## src/design/dram_address_mapper_xor_bank_hash_assert.svh

```systemverilog
// Assertion macros for the DRAM address mapper.
// Included by the top level; needs no other file.
`ifndef DRAM_ADDRESS_MAPPER_XOR_BANK_HASH_ASSERT_SVH
`define DRAM_ADDRESS_MAPPER_XOR_BANK_HASH_ASSERT_SVH

// Consequence must hold in the same cycle as the antecedent.
`define DAM_ASSERT_NOW(label, clk, rst_n, ante, cons) \
    label: assert property (@(posedge clk) disable iff (!rst_n) (ante) |-> (cons)) \
        else $error("dram address mapper check failed");

// Consequence must hold in the cycle after the antecedent.
`define DAM_ASSERT_NEXT(label, clk, rst_n, ante, cons) \
    label: assert property (@(posedge clk) disable iff (!rst_n) (ante) |=> (cons)) \
        else $error("dram address mapper check failed");

`endif

```

## src/design/dam_pkg.sv

```systemverilog
// Shared constants, types and the low_mask helper function of the DRAM address mapper.
// Has no dependencies; every other file but the assertion header imports it.
package dam_pkg;

    localparam int ADDR_WIDTH    = 40;
    localparam int MAX_ROW_BITS  = 18;
    localparam int MAX_COL_BITS  = 11;
    localparam int MAX_BANK_BITS = 3;
    localparam int MAX_RANK_BITS = 2;

    // Row bit taps folded into each bank index bit.
    localparam int TAP_STRIDE  = 5;
    localparam int TAP_COUNT   = 3;
    localparam int BG_TAP_BASE = 2;

    // Configuration register widths.
    localparam int GANG_W = 4;
    localparam int COLW_W = 4;
    localparam int BGW_W  = 2;
    localparam int BKW_W  = 2;
    localparam int RKW_W  = 2;
    localparam int ROWW_W = 5;
    localparam int TXO_W  = 4;

    localparam int CFG_INDEX_W = 3;
    localparam int CFG_DATA_W  = 5;

    // Mask generator covers the widest field.
    localparam int MASK_W     = (MAX_ROW_BITS > MAX_COL_BITS) ? MAX_ROW_BITS : MAX_COL_BITS;
    localparam int MASK_CNT_W = $clog2(MASK_W + 1);

    // Offset of the bits above gang, bank group, bank and rank.
    localparam int SHIFT_W = $clog2(MAX_COL_BITS + 2 * MAX_BANK_BITS + MAX_RANK_BITS + 1);

    // Bits that remain for the upper column part and the row.
    localparam int REST_W = MAX_COL_BITS + MAX_ROW_BITS;

    typedef enum logic [CFG_INDEX_W-1:0] {
        REG_GANG_BITS      = 3'd0,
        REG_COLUMN_BITS    = 3'd1,
        REG_BANKGROUP_BITS = 3'd2,
        REG_BANK_BITS      = 3'd3,
        REG_RANK_BITS      = 3'd4,
        REG_ROW_BITS       = 3'd5,
        REG_TX_OFFSET      = 3'd6,
        REG_HASH_ENABLE    = 3'd7
    } reg_index_t;

    // Field widths after clamping, as seen by the datapath.
    typedef struct packed {
        logic [GANG_W-1:0] gang;
        logic [COLW_W-1:0] colw;
        logic [BGW_W-1:0]  bgw;
        logic [BKW_W-1:0]  bkw;
        logic [RKW_W-1:0]  rkw;
        logic [ROWW_W-1:0] roww;
        logic [TXO_W-1:0]  txo;
        logic              hash;
    } cfg_t;

    // Low fields peeled off in the first split stage.
    typedef struct packed {
        logic [MAX_COL_BITS-1:0]  col_lo;
        logic [MAX_BANK_BITS-1:0] bankgroup;
        logic [MAX_BANK_BITS-1:0] bank;
        logic [MAX_RANK_BITS-1:0] rank;
        logic [REST_W-1:0]        rest;
    } split_t;

    // Unhashed coordinates.
    typedef struct packed {
        logic [MAX_BANK_BITS-1:0] bankgroup;
        logic [MAX_BANK_BITS-1:0] bank;
        logic [MAX_RANK_BITS-1:0] rank;
        logic [MAX_ROW_BITS-1:0]  row;
        logic [MAX_COL_BITS-1:0]  column;
    } coord_t;

    // Mask with the low n bits set.
    function automatic logic [MASK_W-1:0] low_mask(input logic [MASK_CNT_W-1:0] n);
        logic [MASK_W-1:0] m;
        for (int i = 0; i < MASK_W; i++)
        begin
            m[i] = (i < int'(n));
        end
        return m;
    endfunction

endpackage

```

## src/design/dam_req_if.sv

```systemverilog
// Request channel: one byte address per item.
// Depends on dam_pkg.
interface dam_req_if
    import dam_pkg::*;
();
    logic                  valid;
    logic                  ready;
    logic [ADDR_WIDTH-1:0] address;

    modport source (output valid, output address, input ready);
    modport sink   (input valid, input address, output ready);
endinterface

```

## src/design/dam_resp_if.sv

```systemverilog
// Result channel: DRAM coordinates of one item.
// Depends on dam_pkg.
interface dam_resp_if
    import dam_pkg::*;
();
    logic                     valid;
    logic                     ready;
    logic [MAX_BANK_BITS-1:0] bankgroup;
    logic [MAX_BANK_BITS-1:0] bank;
    logic [MAX_RANK_BITS-1:0] rank;
    logic [MAX_ROW_BITS-1:0]  row;
    logic [MAX_COL_BITS-1:0]  column;

    modport source (output valid, output bankgroup, output bank, output rank,
                    output row, output column, input ready);
    modport sink   (input valid, input bankgroup, input bank, input rank,
                    input row, input column, output ready);
endinterface

```

## src/design/dam_shift.sv

```systemverilog
// First pipeline stage: drops the transaction offset bits of the address.
// Depends on dam_pkg.
module dam_shift
    import dam_pkg::*;
(
    input  logic                  clk,
    input  logic                  rst_n,
    input  cfg_t                  cfg,
    input  logic                  in_valid,
    output logic                  in_ready,
    input  logic [ADDR_WIDTH-1:0] in_address,
    output logic                  out_valid,
    input  logic                  out_ready,
    output logic [ADDR_WIDTH-1:0] out_address
);

    logic                  valid_reg;
    logic [ADDR_WIDTH-1:0] addr_reg;
    logic [ADDR_WIDTH-1:0] addr_next;

    // The stage takes an item when empty or when its item moves on.
    assign in_ready  = !valid_reg || out_ready;
    assign addr_next = in_address >> cfg.txo;

    always_ff @(posedge clk or negedge rst_n)
    begin
        if (!rst_n)
        begin
            valid_reg <= 1'b0;
        end
        else if (in_ready)
        begin
            valid_reg <= in_valid;
        end
    end

    always_ff @(posedge clk)
    begin
        if (in_valid && in_ready)
        begin
            addr_reg <= addr_next;
        end
    end

    assign out_valid   = valid_reg;
    assign out_address = addr_reg;

endmodule

```

## src/design/dam_split.sv

```systemverilog
// Second and third pipeline stages: peel off gang, bank group, bank and rank,
// then the upper column bits and the row. Depends on dam_pkg.
module dam_split
    import dam_pkg::*;
(
    input  logic                  clk,
    input  logic                  rst_n,
    input  cfg_t                  cfg,
    input  logic                  in_valid,
    output logic                  in_ready,
    input  logic [ADDR_WIDTH-1:0] in_address,
    output logic                  out_valid,
    input  logic                  out_ready,
    output coord_t                out_coord
);

    logic              lo_valid_reg;
    split_t            lo_reg;
    split_t            lo_next;
    logic              lo_ready;
    logic              hi_valid_reg;
    coord_t            hi_reg;
    coord_t            hi_next;

    logic [SHIFT_W-1:0]    off_bank;
    logic [SHIFT_W-1:0]    off_rank;
    logic [SHIFT_W-1:0]    off_rest;
    logic [ADDR_WIDTH-1:0] sh_bg;
    logic [ADDR_WIDTH-1:0] sh_bank;
    logic [ADDR_WIDTH-1:0] sh_rank;
    logic [ADDR_WIDTH-1:0] sh_rest;
    logic [MASK_W-1:0]     mask_gang;
    logic [MASK_W-1:0]     mask_bg;
    logic [MASK_W-1:0]     mask_bank;
    logic [MASK_W-1:0]     mask_rank;

    logic [COLW_W-1:0]       hi_w;
    logic [MASK_W-1:0]       mask_hi;
    logic [MASK_W-1:0]       mask_row;
    logic [REST_W-1:0]       rest_row;
    logic [MAX_COL_BITS-1:0] col_hi;

    // Low fields, each at the running offset of the ones below it.
    always_comb
    begin
        off_bank  = SHIFT_W'(cfg.gang) + SHIFT_W'(cfg.bgw);
        off_rank  = off_bank + SHIFT_W'(cfg.bkw);
        off_rest  = off_rank + SHIFT_W'(cfg.rkw);
        sh_bg     = in_address >> cfg.gang;
        sh_bank   = in_address >> off_bank;
        sh_rank   = in_address >> off_rank;
        sh_rest   = in_address >> off_rest;
        mask_gang = low_mask(MASK_CNT_W'(cfg.gang));
        mask_bg   = low_mask(MASK_CNT_W'(cfg.bgw));
        mask_bank = low_mask(MASK_CNT_W'(cfg.bkw));
        mask_rank = low_mask(MASK_CNT_W'(cfg.rkw));

        lo_next.col_lo    = in_address[MAX_COL_BITS-1:0] & mask_gang[MAX_COL_BITS-1:0];
        lo_next.bankgroup = sh_bg[MAX_BANK_BITS-1:0] & mask_bg[MAX_BANK_BITS-1:0];
        lo_next.bank      = sh_bank[MAX_BANK_BITS-1:0] & mask_bank[MAX_BANK_BITS-1:0];
        lo_next.rank      = sh_rank[MAX_RANK_BITS-1:0] & mask_rank[MAX_RANK_BITS-1:0];
        lo_next.rest      = REST_W'(sh_rest);
    end

    // Upper column bits sit below the row in the remaining bits.
    always_comb
    begin
        hi_w     = cfg.colw - COLW_W'(cfg.gang);
        mask_hi  = low_mask(MASK_CNT_W'(hi_w));
        mask_row = low_mask(MASK_CNT_W'(cfg.roww));
        rest_row = lo_reg.rest >> hi_w;
        col_hi   = lo_reg.rest[MAX_COL_BITS-1:0] & mask_hi[MAX_COL_BITS-1:0];

        hi_next.bankgroup = lo_reg.bankgroup;
        hi_next.bank      = lo_reg.bank;
        hi_next.rank      = lo_reg.rank;
        hi_next.row       = rest_row[MAX_ROW_BITS-1:0] & mask_row[MAX_ROW_BITS-1:0];
        hi_next.column    = lo_reg.col_lo | (col_hi << cfg.gang);
    end

    // Handshake between the two stages and to the next module.
    assign in_ready = !lo_valid_reg || lo_ready;
    assign lo_ready = !hi_valid_reg || out_ready;

    always_ff @(posedge clk or negedge rst_n)
    begin
        if (!rst_n)
        begin
            lo_valid_reg <= 1'b0;
            hi_valid_reg <= 1'b0;
        end
        else
        begin
            if (in_ready)
            begin
                lo_valid_reg <= in_valid;
            end
            if (lo_ready)
            begin
                hi_valid_reg <= lo_valid_reg;
            end
        end
    end

    always_ff @(posedge clk)
    begin
        if (in_valid && in_ready)
        begin
            lo_reg <= lo_next;
        end
        if (lo_valid_reg && lo_ready)
        begin
            hi_reg <= hi_next;
        end
    end

    assign out_valid = hi_valid_reg;
    assign out_coord = hi_reg;

endmodule

```

## src/design/dam_hash.sv

```systemverilog
// Last pipeline stage: when hashing is on, folds row bit parities into bank
// group and bank and holds the result for the consumer. Depends on dam_pkg.
module dam_hash
    import dam_pkg::*;
(
    input  logic   clk,
    input  logic   rst_n,
    input  cfg_t   cfg,
    input  logic   in_valid,
    output logic   in_ready,
    input  coord_t in_coord,
    output logic   out_valid,
    input  logic   out_ready,
    output coord_t out_coord
);

    logic                     valid_reg;
    coord_t                   coord_reg;
    coord_t                   coord_next;
    logic [MAX_BANK_BITS-1:0] par_bg;
    logic [MAX_BANK_BITS-1:0] par_bank;
    logic [MASK_W-1:0]        mask_bg;
    logic [MASK_W-1:0]        mask_bank;

    // Parity of three row taps per index bit. Row bits above the configured
    // width are already zero, so only the fixed row width bounds the taps.
    always_comb
    begin
        par_bg   = '0;
        par_bank = '0;
        for (int i = 0; i < MAX_BANK_BITS; i++)
        begin
            for (int t = 0; t < TAP_COUNT; t++)
            begin
                if (BG_TAP_BASE + i + t * TAP_STRIDE < MAX_ROW_BITS)
                begin
                    par_bg[i] = par_bg[i] ^ in_coord.row[BG_TAP_BASE + i + t * TAP_STRIDE];
                end
                if (i + t * TAP_STRIDE < MAX_ROW_BITS)
                begin
                    par_bank[i] = par_bank[i] ^ in_coord.row[i + t * TAP_STRIDE];
                end
            end
        end
    end

    // Only the configured index bits are hashed.
    always_comb
    begin
        mask_bg    = low_mask(MASK_CNT_W'(cfg.bgw));
        mask_bank  = low_mask(MASK_CNT_W'(cfg.bkw));
        coord_next = in_coord;
        if (cfg.hash)
        begin
            coord_next.bankgroup = in_coord.bankgroup ^ (par_bg & mask_bg[MAX_BANK_BITS-1:0]);
            coord_next.bank      = in_coord.bank ^ (par_bank & mask_bank[MAX_BANK_BITS-1:0]);
        end
    end

    assign in_ready = !valid_reg || out_ready;

    always_ff @(posedge clk or negedge rst_n)
    begin
        if (!rst_n)
        begin
            valid_reg <= 1'b0;
        end
        else if (in_ready)
        begin
            valid_reg <= in_valid;
        end
    end

    always_ff @(posedge clk)
    begin
        if (in_valid && in_ready)
        begin
            coord_reg <= coord_next;
        end
    end

    assign out_valid = valid_reg;
    assign out_coord = coord_reg;

endmodule

```

## src/design/dram_address_mapper_xor_bank_hash.sv

```systemverilog
// DRAM address mapper with XOR bank hashing. Every request address is turned
// into bank group, bank, rank, row and column, and a new item is taken every
// cycle while the consumer takes results: the offset shifter, the two field
// split stages and the hashing stage are separate registers, each able to
// take an item while the one ahead moves on. When the consumer stalls, ready
// falls back through the stages in the same cycle and no item is lost. The
// field widths come from eight write-only registers that must be changed only
// while no item is in flight. Depends on dam_pkg, the channel interfaces,
// dam_shift, dam_split, dam_hash and the assertion macro header.
`include "dram_address_mapper_xor_bank_hash_assert.svh"

module dram_address_mapper_xor_bank_hash
    import dam_pkg::*;
(
    input  logic                   clk,
    input  logic                   rst_n,
    input  logic                   write_enable,
    input  logic [CFG_INDEX_W-1:0] write_index,
    input  logic [CFG_DATA_W-1:0]  write_data,
    dam_req_if.sink                req,
    dam_resp_if.source             resp
);

    logic [GANG_W-1:0] gang_reg;
    logic [COLW_W-1:0] colw_reg;
    logic [BGW_W-1:0]  bgw_reg;
    logic [BKW_W-1:0]  bkw_reg;
    logic [RKW_W-1:0]  rkw_reg;
    logic [ROWW_W-1:0] roww_reg;
    logic [TXO_W-1:0]  txo_reg;
    logic              hash_reg;
    cfg_t              cfg;

    logic                  sh_valid;
    logic                  sh_ready;
    logic [ADDR_WIDTH-1:0] sh_address;
    logic                  sp_valid;
    logic                  sp_ready;
    coord_t                sp_coord;
    coord_t                out_coord;

    // Configuration registers.
    always_ff @(posedge clk or negedge rst_n)
    begin
        if (!rst_n)
        begin
            gang_reg <= GANG_W'(2);
            colw_reg <= COLW_W'(10);
            bgw_reg  <= BGW_W'(3);
            bkw_reg  <= BKW_W'(2);
            rkw_reg  <= RKW_W'(0);
            roww_reg <= ROWW_W'(16);
            txo_reg  <= TXO_W'(6);
            hash_reg <= 1'b1;
        end
        else if (write_enable)
        begin
            unique case (reg_index_t'(write_index))
                REG_GANG_BITS:      gang_reg <= write_data[GANG_W-1:0];
                REG_COLUMN_BITS:    colw_reg <= write_data[COLW_W-1:0];
                REG_BANKGROUP_BITS: bgw_reg  <= write_data[BGW_W-1:0];
                REG_BANK_BITS:      bkw_reg  <= write_data[BKW_W-1:0];
                REG_RANK_BITS:      rkw_reg  <= write_data[RKW_W-1:0];
                REG_ROW_BITS:       roww_reg <= write_data[ROWW_W-1:0];
                REG_TX_OFFSET:      txo_reg  <= write_data[TXO_W-1:0];
                REG_HASH_ENABLE:    hash_reg <= write_data[0];
                default:            hash_reg <= hash_reg;
            endcase
        end
    end

    // Clamp the widths to what the datapath carries; gang never exceeds
    // the column width.
    always_comb
    begin
        cfg.colw = (int'(colw_reg) > MAX_COL_BITS) ? COLW_W'(MAX_COL_BITS) : colw_reg;
        cfg.gang = (gang_reg > cfg.colw) ? cfg.colw : gang_reg;
        cfg.bgw  = (int'(bgw_reg) > MAX_BANK_BITS) ? BGW_W'(MAX_BANK_BITS) : bgw_reg;
        cfg.bkw  = (int'(bkw_reg) > MAX_BANK_BITS) ? BKW_W'(MAX_BANK_BITS) : bkw_reg;
        cfg.rkw  = (int'(rkw_reg) > MAX_RANK_BITS) ? RKW_W'(MAX_RANK_BITS) : rkw_reg;
        cfg.roww = (int'(roww_reg) > MAX_ROW_BITS) ? ROWW_W'(MAX_ROW_BITS) : roww_reg;
        cfg.txo  = txo_reg;
        cfg.hash = hash_reg;
    end

    dam_shift u_shift (
        .clk         (clk),
        .rst_n       (rst_n),
        .cfg         (cfg),
        .in_valid    (req.valid),
        .in_ready    (req.ready),
        .in_address  (req.address),
        .out_valid   (sh_valid),
        .out_ready   (sh_ready),
        .out_address (sh_address)
    );

    dam_split u_split (
        .clk        (clk),
        .rst_n      (rst_n),
        .cfg        (cfg),
        .in_valid   (sh_valid),
        .in_ready   (sh_ready),
        .in_address (sh_address),
        .out_valid  (sp_valid),
        .out_ready  (sp_ready),
        .out_coord  (sp_coord)
    );

    dam_hash u_hash (
        .clk       (clk),
        .rst_n     (rst_n),
        .cfg       (cfg),
        .in_valid  (sp_valid),
        .in_ready  (sp_ready),
        .in_coord  (sp_coord),
        .out_valid (resp.valid),
        .out_ready (resp.ready),
        .out_coord (out_coord)
    );

    assign resp.bankgroup = out_coord.bankgroup;
    assign resp.bank      = out_coord.bank;
    assign resp.rank      = out_coord.rank;
    assign resp.row       = out_coord.row;
    assign resp.column    = out_coord.column;

    // Backpressure only reaches the input when every stage holds an item.
    `DAM_ASSERT_NOW(a_full_when_blocked, clk, rst_n, !req.ready, sh_valid && sp_valid && resp.valid)
    // Row and rank never carry bits above their configured widths.
    `DAM_ASSERT_NOW(a_row_width, clk, rst_n, resp.valid, (int'(resp.row) >> cfg.roww) == 0)
    `DAM_ASSERT_NOW(a_rank_width, clk, rst_n, resp.valid, (int'(resp.rank) >> cfg.rkw) == 0)
    // An accepted item is in the first stage in the next cycle.
    `DAM_ASSERT_NEXT(a_enter, clk, rst_n, req.valid && req.ready, sh_valid)

endmodule
```

## src/flat_wrapper.sv

```systemverilog
// flat-port wrapper written by rule: the top's interface ports become plain ports
module dram_address_mapper_xor_bank_hash_flat import dam_pkg::*;
  (clk, rst_n, write_enable, write_index, write_data, req_valid, req_address, req_ready, resp_valid, resp_bankgroup, resp_bank, resp_rank, resp_row, resp_column, resp_ready);
  dam_req_if req_i ();
  dam_resp_if resp_i ();
  input  logic clk;
  input  logic rst_n;
  input  logic write_enable;
  input  logic [CFG_INDEX_W-1:0] write_index;
  input  logic [CFG_DATA_W-1:0] write_data;
  input wire logic [$bits(req_i.valid)-1:0] req_valid;
  input wire logic [$bits(req_i.address)-1:0] req_address;
  output wire logic [$bits(req_i.ready)-1:0] req_ready;
  output wire logic [$bits(resp_i.valid)-1:0] resp_valid;
  output wire logic [$bits(resp_i.bankgroup)-1:0] resp_bankgroup;
  output wire logic [$bits(resp_i.bank)-1:0] resp_bank;
  output wire logic [$bits(resp_i.rank)-1:0] resp_rank;
  output wire logic [$bits(resp_i.row)-1:0] resp_row;
  output wire logic [$bits(resp_i.column)-1:0] resp_column;
  input wire logic [$bits(resp_i.ready)-1:0] resp_ready;
  assign req_i.valid = req_valid;
  assign req_i.address = req_address;
  assign req_ready = req_i.ready;
  assign resp_valid = resp_i.valid;
  assign resp_bankgroup = resp_i.bankgroup;
  assign resp_bank = resp_i.bank;
  assign resp_rank = resp_i.rank;
  assign resp_row = resp_i.row;
  assign resp_column = resp_i.column;
  assign resp_i.ready = resp_ready;
  dram_address_mapper_xor_bank_hash u_core (.clk(clk), .rst_n(rst_n), .write_enable(write_enable), .write_index(write_index), .write_data(write_data), .req(req_i), .resp(resp_i));
endmodule
```

## config.mk

```make
export PLATFORM = sky130hd
export DESIGN_NAME = dram_address_mapper_xor_bank_hash_flat
export DESIGN_NICKNAME = d
export VERILOG_FILES = /design/src/design/dam_pkg.sv /design/src/design/dam_req_if.sv /design/src/design/dam_resp_if.sv /design/src/design/dam_shift.sv /design/src/design/dam_split.sv /design/src/design/dam_hash.sv /design/src/design/dram_address_mapper_xor_bank_hash.sv /design/src/flat_wrapper.sv
export VERILOG_INCLUDE_DIRS = /design/src /design/src/design
export SDC_FILE = /design/constraint.sdc
export NUM_CORES = 1
export LEC_CHECK = 0
export BUFFER_PORTS_ARGS = -buffer_cell sky130_fd_sc_hd__clkbuf_2
export CORE_MARGIN = 2
export CORE_UTILIZATION = 50
export CTS_BUF_LIST = sky130_fd_sc_hd__clkbuf_16
export DETAILED_ROUTE_END_ITERATION = 8
export PLACE_DENSITY = 0.68
export SLEW_MARGIN = 5
export SYNTH_ARGS = -nofsm -noshare
export SYNTH_HDL_FRONTEND = slang
export SYNTH_SLANG_ARGS = --single-unit
```

## constraint.sdc

```tcl
create_clock -name clk -period 10.1 [get_ports clk]
set_clock_uncertainty 0.1 [all_clocks]
set_input_delay 1.515 -clock clk [delete_from_list [all_inputs] [get_ports clk]]
set_output_delay 1.515 -clock clk [all_outputs]
set_load 0.05 [all_outputs]
```

==> impl_metrics.json <==
{
  "slew_viol_final": 0,
  "crit_required_ns": 10.20,
  "setup_violations": 0,
  "post-route-period-util_pct": 88.2,
  "clockRootBuffer": "clkbuf_16",
  "fmax_ghz": 0.112,
  "syn_nets": 1492,
  "rows": 62,
  "whs_path_depth": 0,
  "tritoncts": "done",
  "yosys_warnings": 0,
  "grt_overflow": 0,
  "relSlewSlack_pct": 32.3,
  "synth-edff-count": 162,
  "worst_path_most_repeated_cell": "inv_1",
  "io_pins": 92,
  "min_period_ns": 8.91,
  "cts.sinks": 190,
  "postSynthCellCount": 1426,
  "crit_path_start_kind": "register",
  "synth_area_um2": 14400,
  "r2r_end": "u_core.u_split.lo_reg[22]$_DFFE_PP_",
  "nets": 1504,
  "tns_ns": 0,
  "place_congestion": 0.944,
  "ys_ff_latch": 190,
  "synth_ff_type": "edfxtp_1",
  "path_depth": 24,
  "cpMaxStageDelayCell": "or4_1",
  "critPathMaxFanout": 29,
  "die_y_um": 174,
  "cts_resized": 0,
  "io_buffers": 91,
  "startpoint": "u_core.colw_reg[3]$_DFFE_PN1P_",
  "seq_area_frac_synth_pct": 38.7,
  "postCtsSetupRepairBufs": 0,
  "grt_pass1_wl_um": 59800,
  "cts_buffers": 17,
  "worst-path-buf-inv": 7,
  "hold_path.class": "register to register",
  "grt_usage_pct": 25.0,
  "ys_types": 82,
  "clk_path_buf_depth": 2,
  "tightest_slew_ns": 1.02,
  "drcViolationCount": 0,
  "drv_cap": 0,
  "cts_hold_buf": 0,
  "coreArea_um2": 28500,
  "critPathMaxStageDelay_ns": 0.90,
  "r2r-start": "u_core.colw_reg[3]$_DFFE_PN1P_",
  "arrival_ns": 9.01,
  "start_util_pct": 50.5,
  "reg2regPathDepth": 24,
  "grt_max_degree": 51,
  "firstDrtPassIters": 5,
  "dieArea_um2": 30200,
  "async_reset_ff_share_pct": 14.7,
  "viasPerCell": 6.31,
  "drt-initial-drc-count": 1264,
  "crit_end": "u_core.u_split.lo_reg[22]$_DFFE_PP_",
  "htree_levels": 4,
  "critical-path-top-delay-family": "adder cells",
  "r2r_slack_ns": 1.19,
  "crit_type": "register to register",
  "endpoint_kind": "register",
  "status": "complete, no violations",
  "grt_pass1_vias": 10806,
  "syn2layout_area_growth_pct": 8.90,
  "hold_violations": 0,
  "drive_above_1_share_pct": 21.8,
  "clk_pin_slew_ns": 0.08,
  "path_cells": "inv_1 > ha_1 > and2_1 > o211ai_2 > a22oi_1 > mux2i_2 > buf_4 > inv_1 > ha_1 > ha_1 > inv_1 > fa_1 > buf_4 > inv_1 > fa_2 > or2_2 > a2111oi_0 > or4_1 > buf_4 > nor2_1 > a21oi_1 > nor2_1 > a21oi_1 > o21ai_1",
  "antenna_left": 0,
  "place.detailed.hpwl_um": 27100,
  "avgSynthCellArea_um2": 10.1,
  "antenna_found_initial": 0,
  "wl_per_cell_um": 20.2,
  "rsz0062_at_grt": "no",
  "antennaDiodeCount": 0,
  "die_x_um": 174,
  "vias": 11570,
  "worstSkewPairLatency_ns": 0.45,
  "wirelength_um": 37100,
  "fillers": 2514
}
[layout by cell type, fill, tap and decap left out, drive strengths merged, types with 35 or more instances in the layout]
cell type	instances
a211oi	35
a21oi	100
clkbuf	108
edfxtp	162
mux2	65
mux2i	117
mux4	72
nand2	182
nand3	36
nor2	121
o21ai	82
[per-stage QoR]
stage                     cells  util [%]  worst slack [ns]  cell area [um2]  hold slack (ns)
after detailed placement   1803      52.8              1.35            15100            0.305
after global routing       1835      55.0             0.504            15700            0.331
final                      1835      55.0              1.19            15700            0.322
after CTS                  1835      55.0              1.34            15700            0.323
after global placement     1803      52.8              1.66            15100            0.302
after floorplan            1426         -              1.82            14400            0.300
[worst reg2reg max path: cells and delay by family (launching register included)]
kind	cells	cell delay (ns)
adders and majority gates	5	2.34
buffers and inverters	7	1.52
DFF	1	0.68
AOI/OAI and AO/OA	6	2.09
and+or+nand+nor	5	1.64
muxes	1	0.28
[synth_stat cells (7+ instances only)]
master	count	area share, %
a211oi_1	35	1.8
a21oi_1	99	3.4
a221oi_1	10	0.61
a311oi_1	9	0.55
a31oi_1	21	0.91
and2_1	21	0.91
and3_1	14	0.61
buf_1	14	0.36
buf_2	16	0.56
clkbuf_1	87	2.3
dfrtp_1	18	3.1
dfstp_2	10	1.8
edfxtp_1	162	34
ha_1	11	0.96
inv_1	23	0.60
mux2_2	60	4.7
mux2i_1	117	8.1
mux4_2	72	11
nand2_1	181	4.7
nand2b_1	8	0.35
nand3_1	36	1.3
nor2_1	120	3.1
nor2b_1	17	0.74
nor3_1	27	0.94
nor4_1	7	0.30
o211ai_1	8	0.42
o21ai_0	64	2.2
o21ai_1	17	0.59
xnor2_1	21	1.3
[final cells by class]
class / count / area (um2) / area share, %
clock buffers: 17 / 425 / 2.71
well taps: 384 / 480 / 3.06
flip-flops and latches: 190 / 5580 / 35.6
multi-input cells: 1087 / 8270 / 52.7
inverters: 26 / 97.6 / 0.622
clock inverters: 15 / 196 / 1.25
repair buffers: 116 / 643 / 4.10
[routing by layer]
layer | GRT usage [%] | share of wire, %
met5 | 0 | 0
met4 | 8.82 | 2.9
met3 | 3.46 | 6.6
met2 | 39.8 | 47
met1 | 35.2 | 44
[cell families after synthesis]
kind of cell,Yosys count,synth area share [%]
xor+xnor,26,1.94
mux,254,24.5
buf+inv,149,4.20
simple gates,458,14.3
flops,190,38.7
compound gates,335,15.1
fa+ha+maj,14,1.31
[worst min path at each step]
stage	from	end	slack, ns
finish	u_core.u_split.out_coord[6]$_DFFE_PP_	u_core.u_hash.out_coord[6]$_DFFE_PP_	0.32
global route	u_core.u_split.out_coord[29]$_DFFE_PP_	u_core.u_hash.out_coord[29]$_DFFE_PP_	0.33
global placement	u_core.u_split.hi_next[31]$_DFFE_PP_	u_core.u_split.out_coord[31]$_DFFE_PP_	0.30
floorplan	u_core.u_split.out_coord[0]$_DFFE_PP_	u_core.u_hash.out_coord[0]$_DFFE_PP_	0.30
detailed placement	u_core.u_split.out_coord[10]$_DFFE_PP_	u_core.u_hash.out_coord[10]$_DFFE_PP_	0.30
CTS	u_core.u_split.out_coord[6]$_DFFE_PP_	u_core.u_hash.out_coord[6]$_DFFE_PP_	0.32
Power is not shown: default switching activity piles up to over one toggle a cycle in this logic, so the estimate is an artifact.
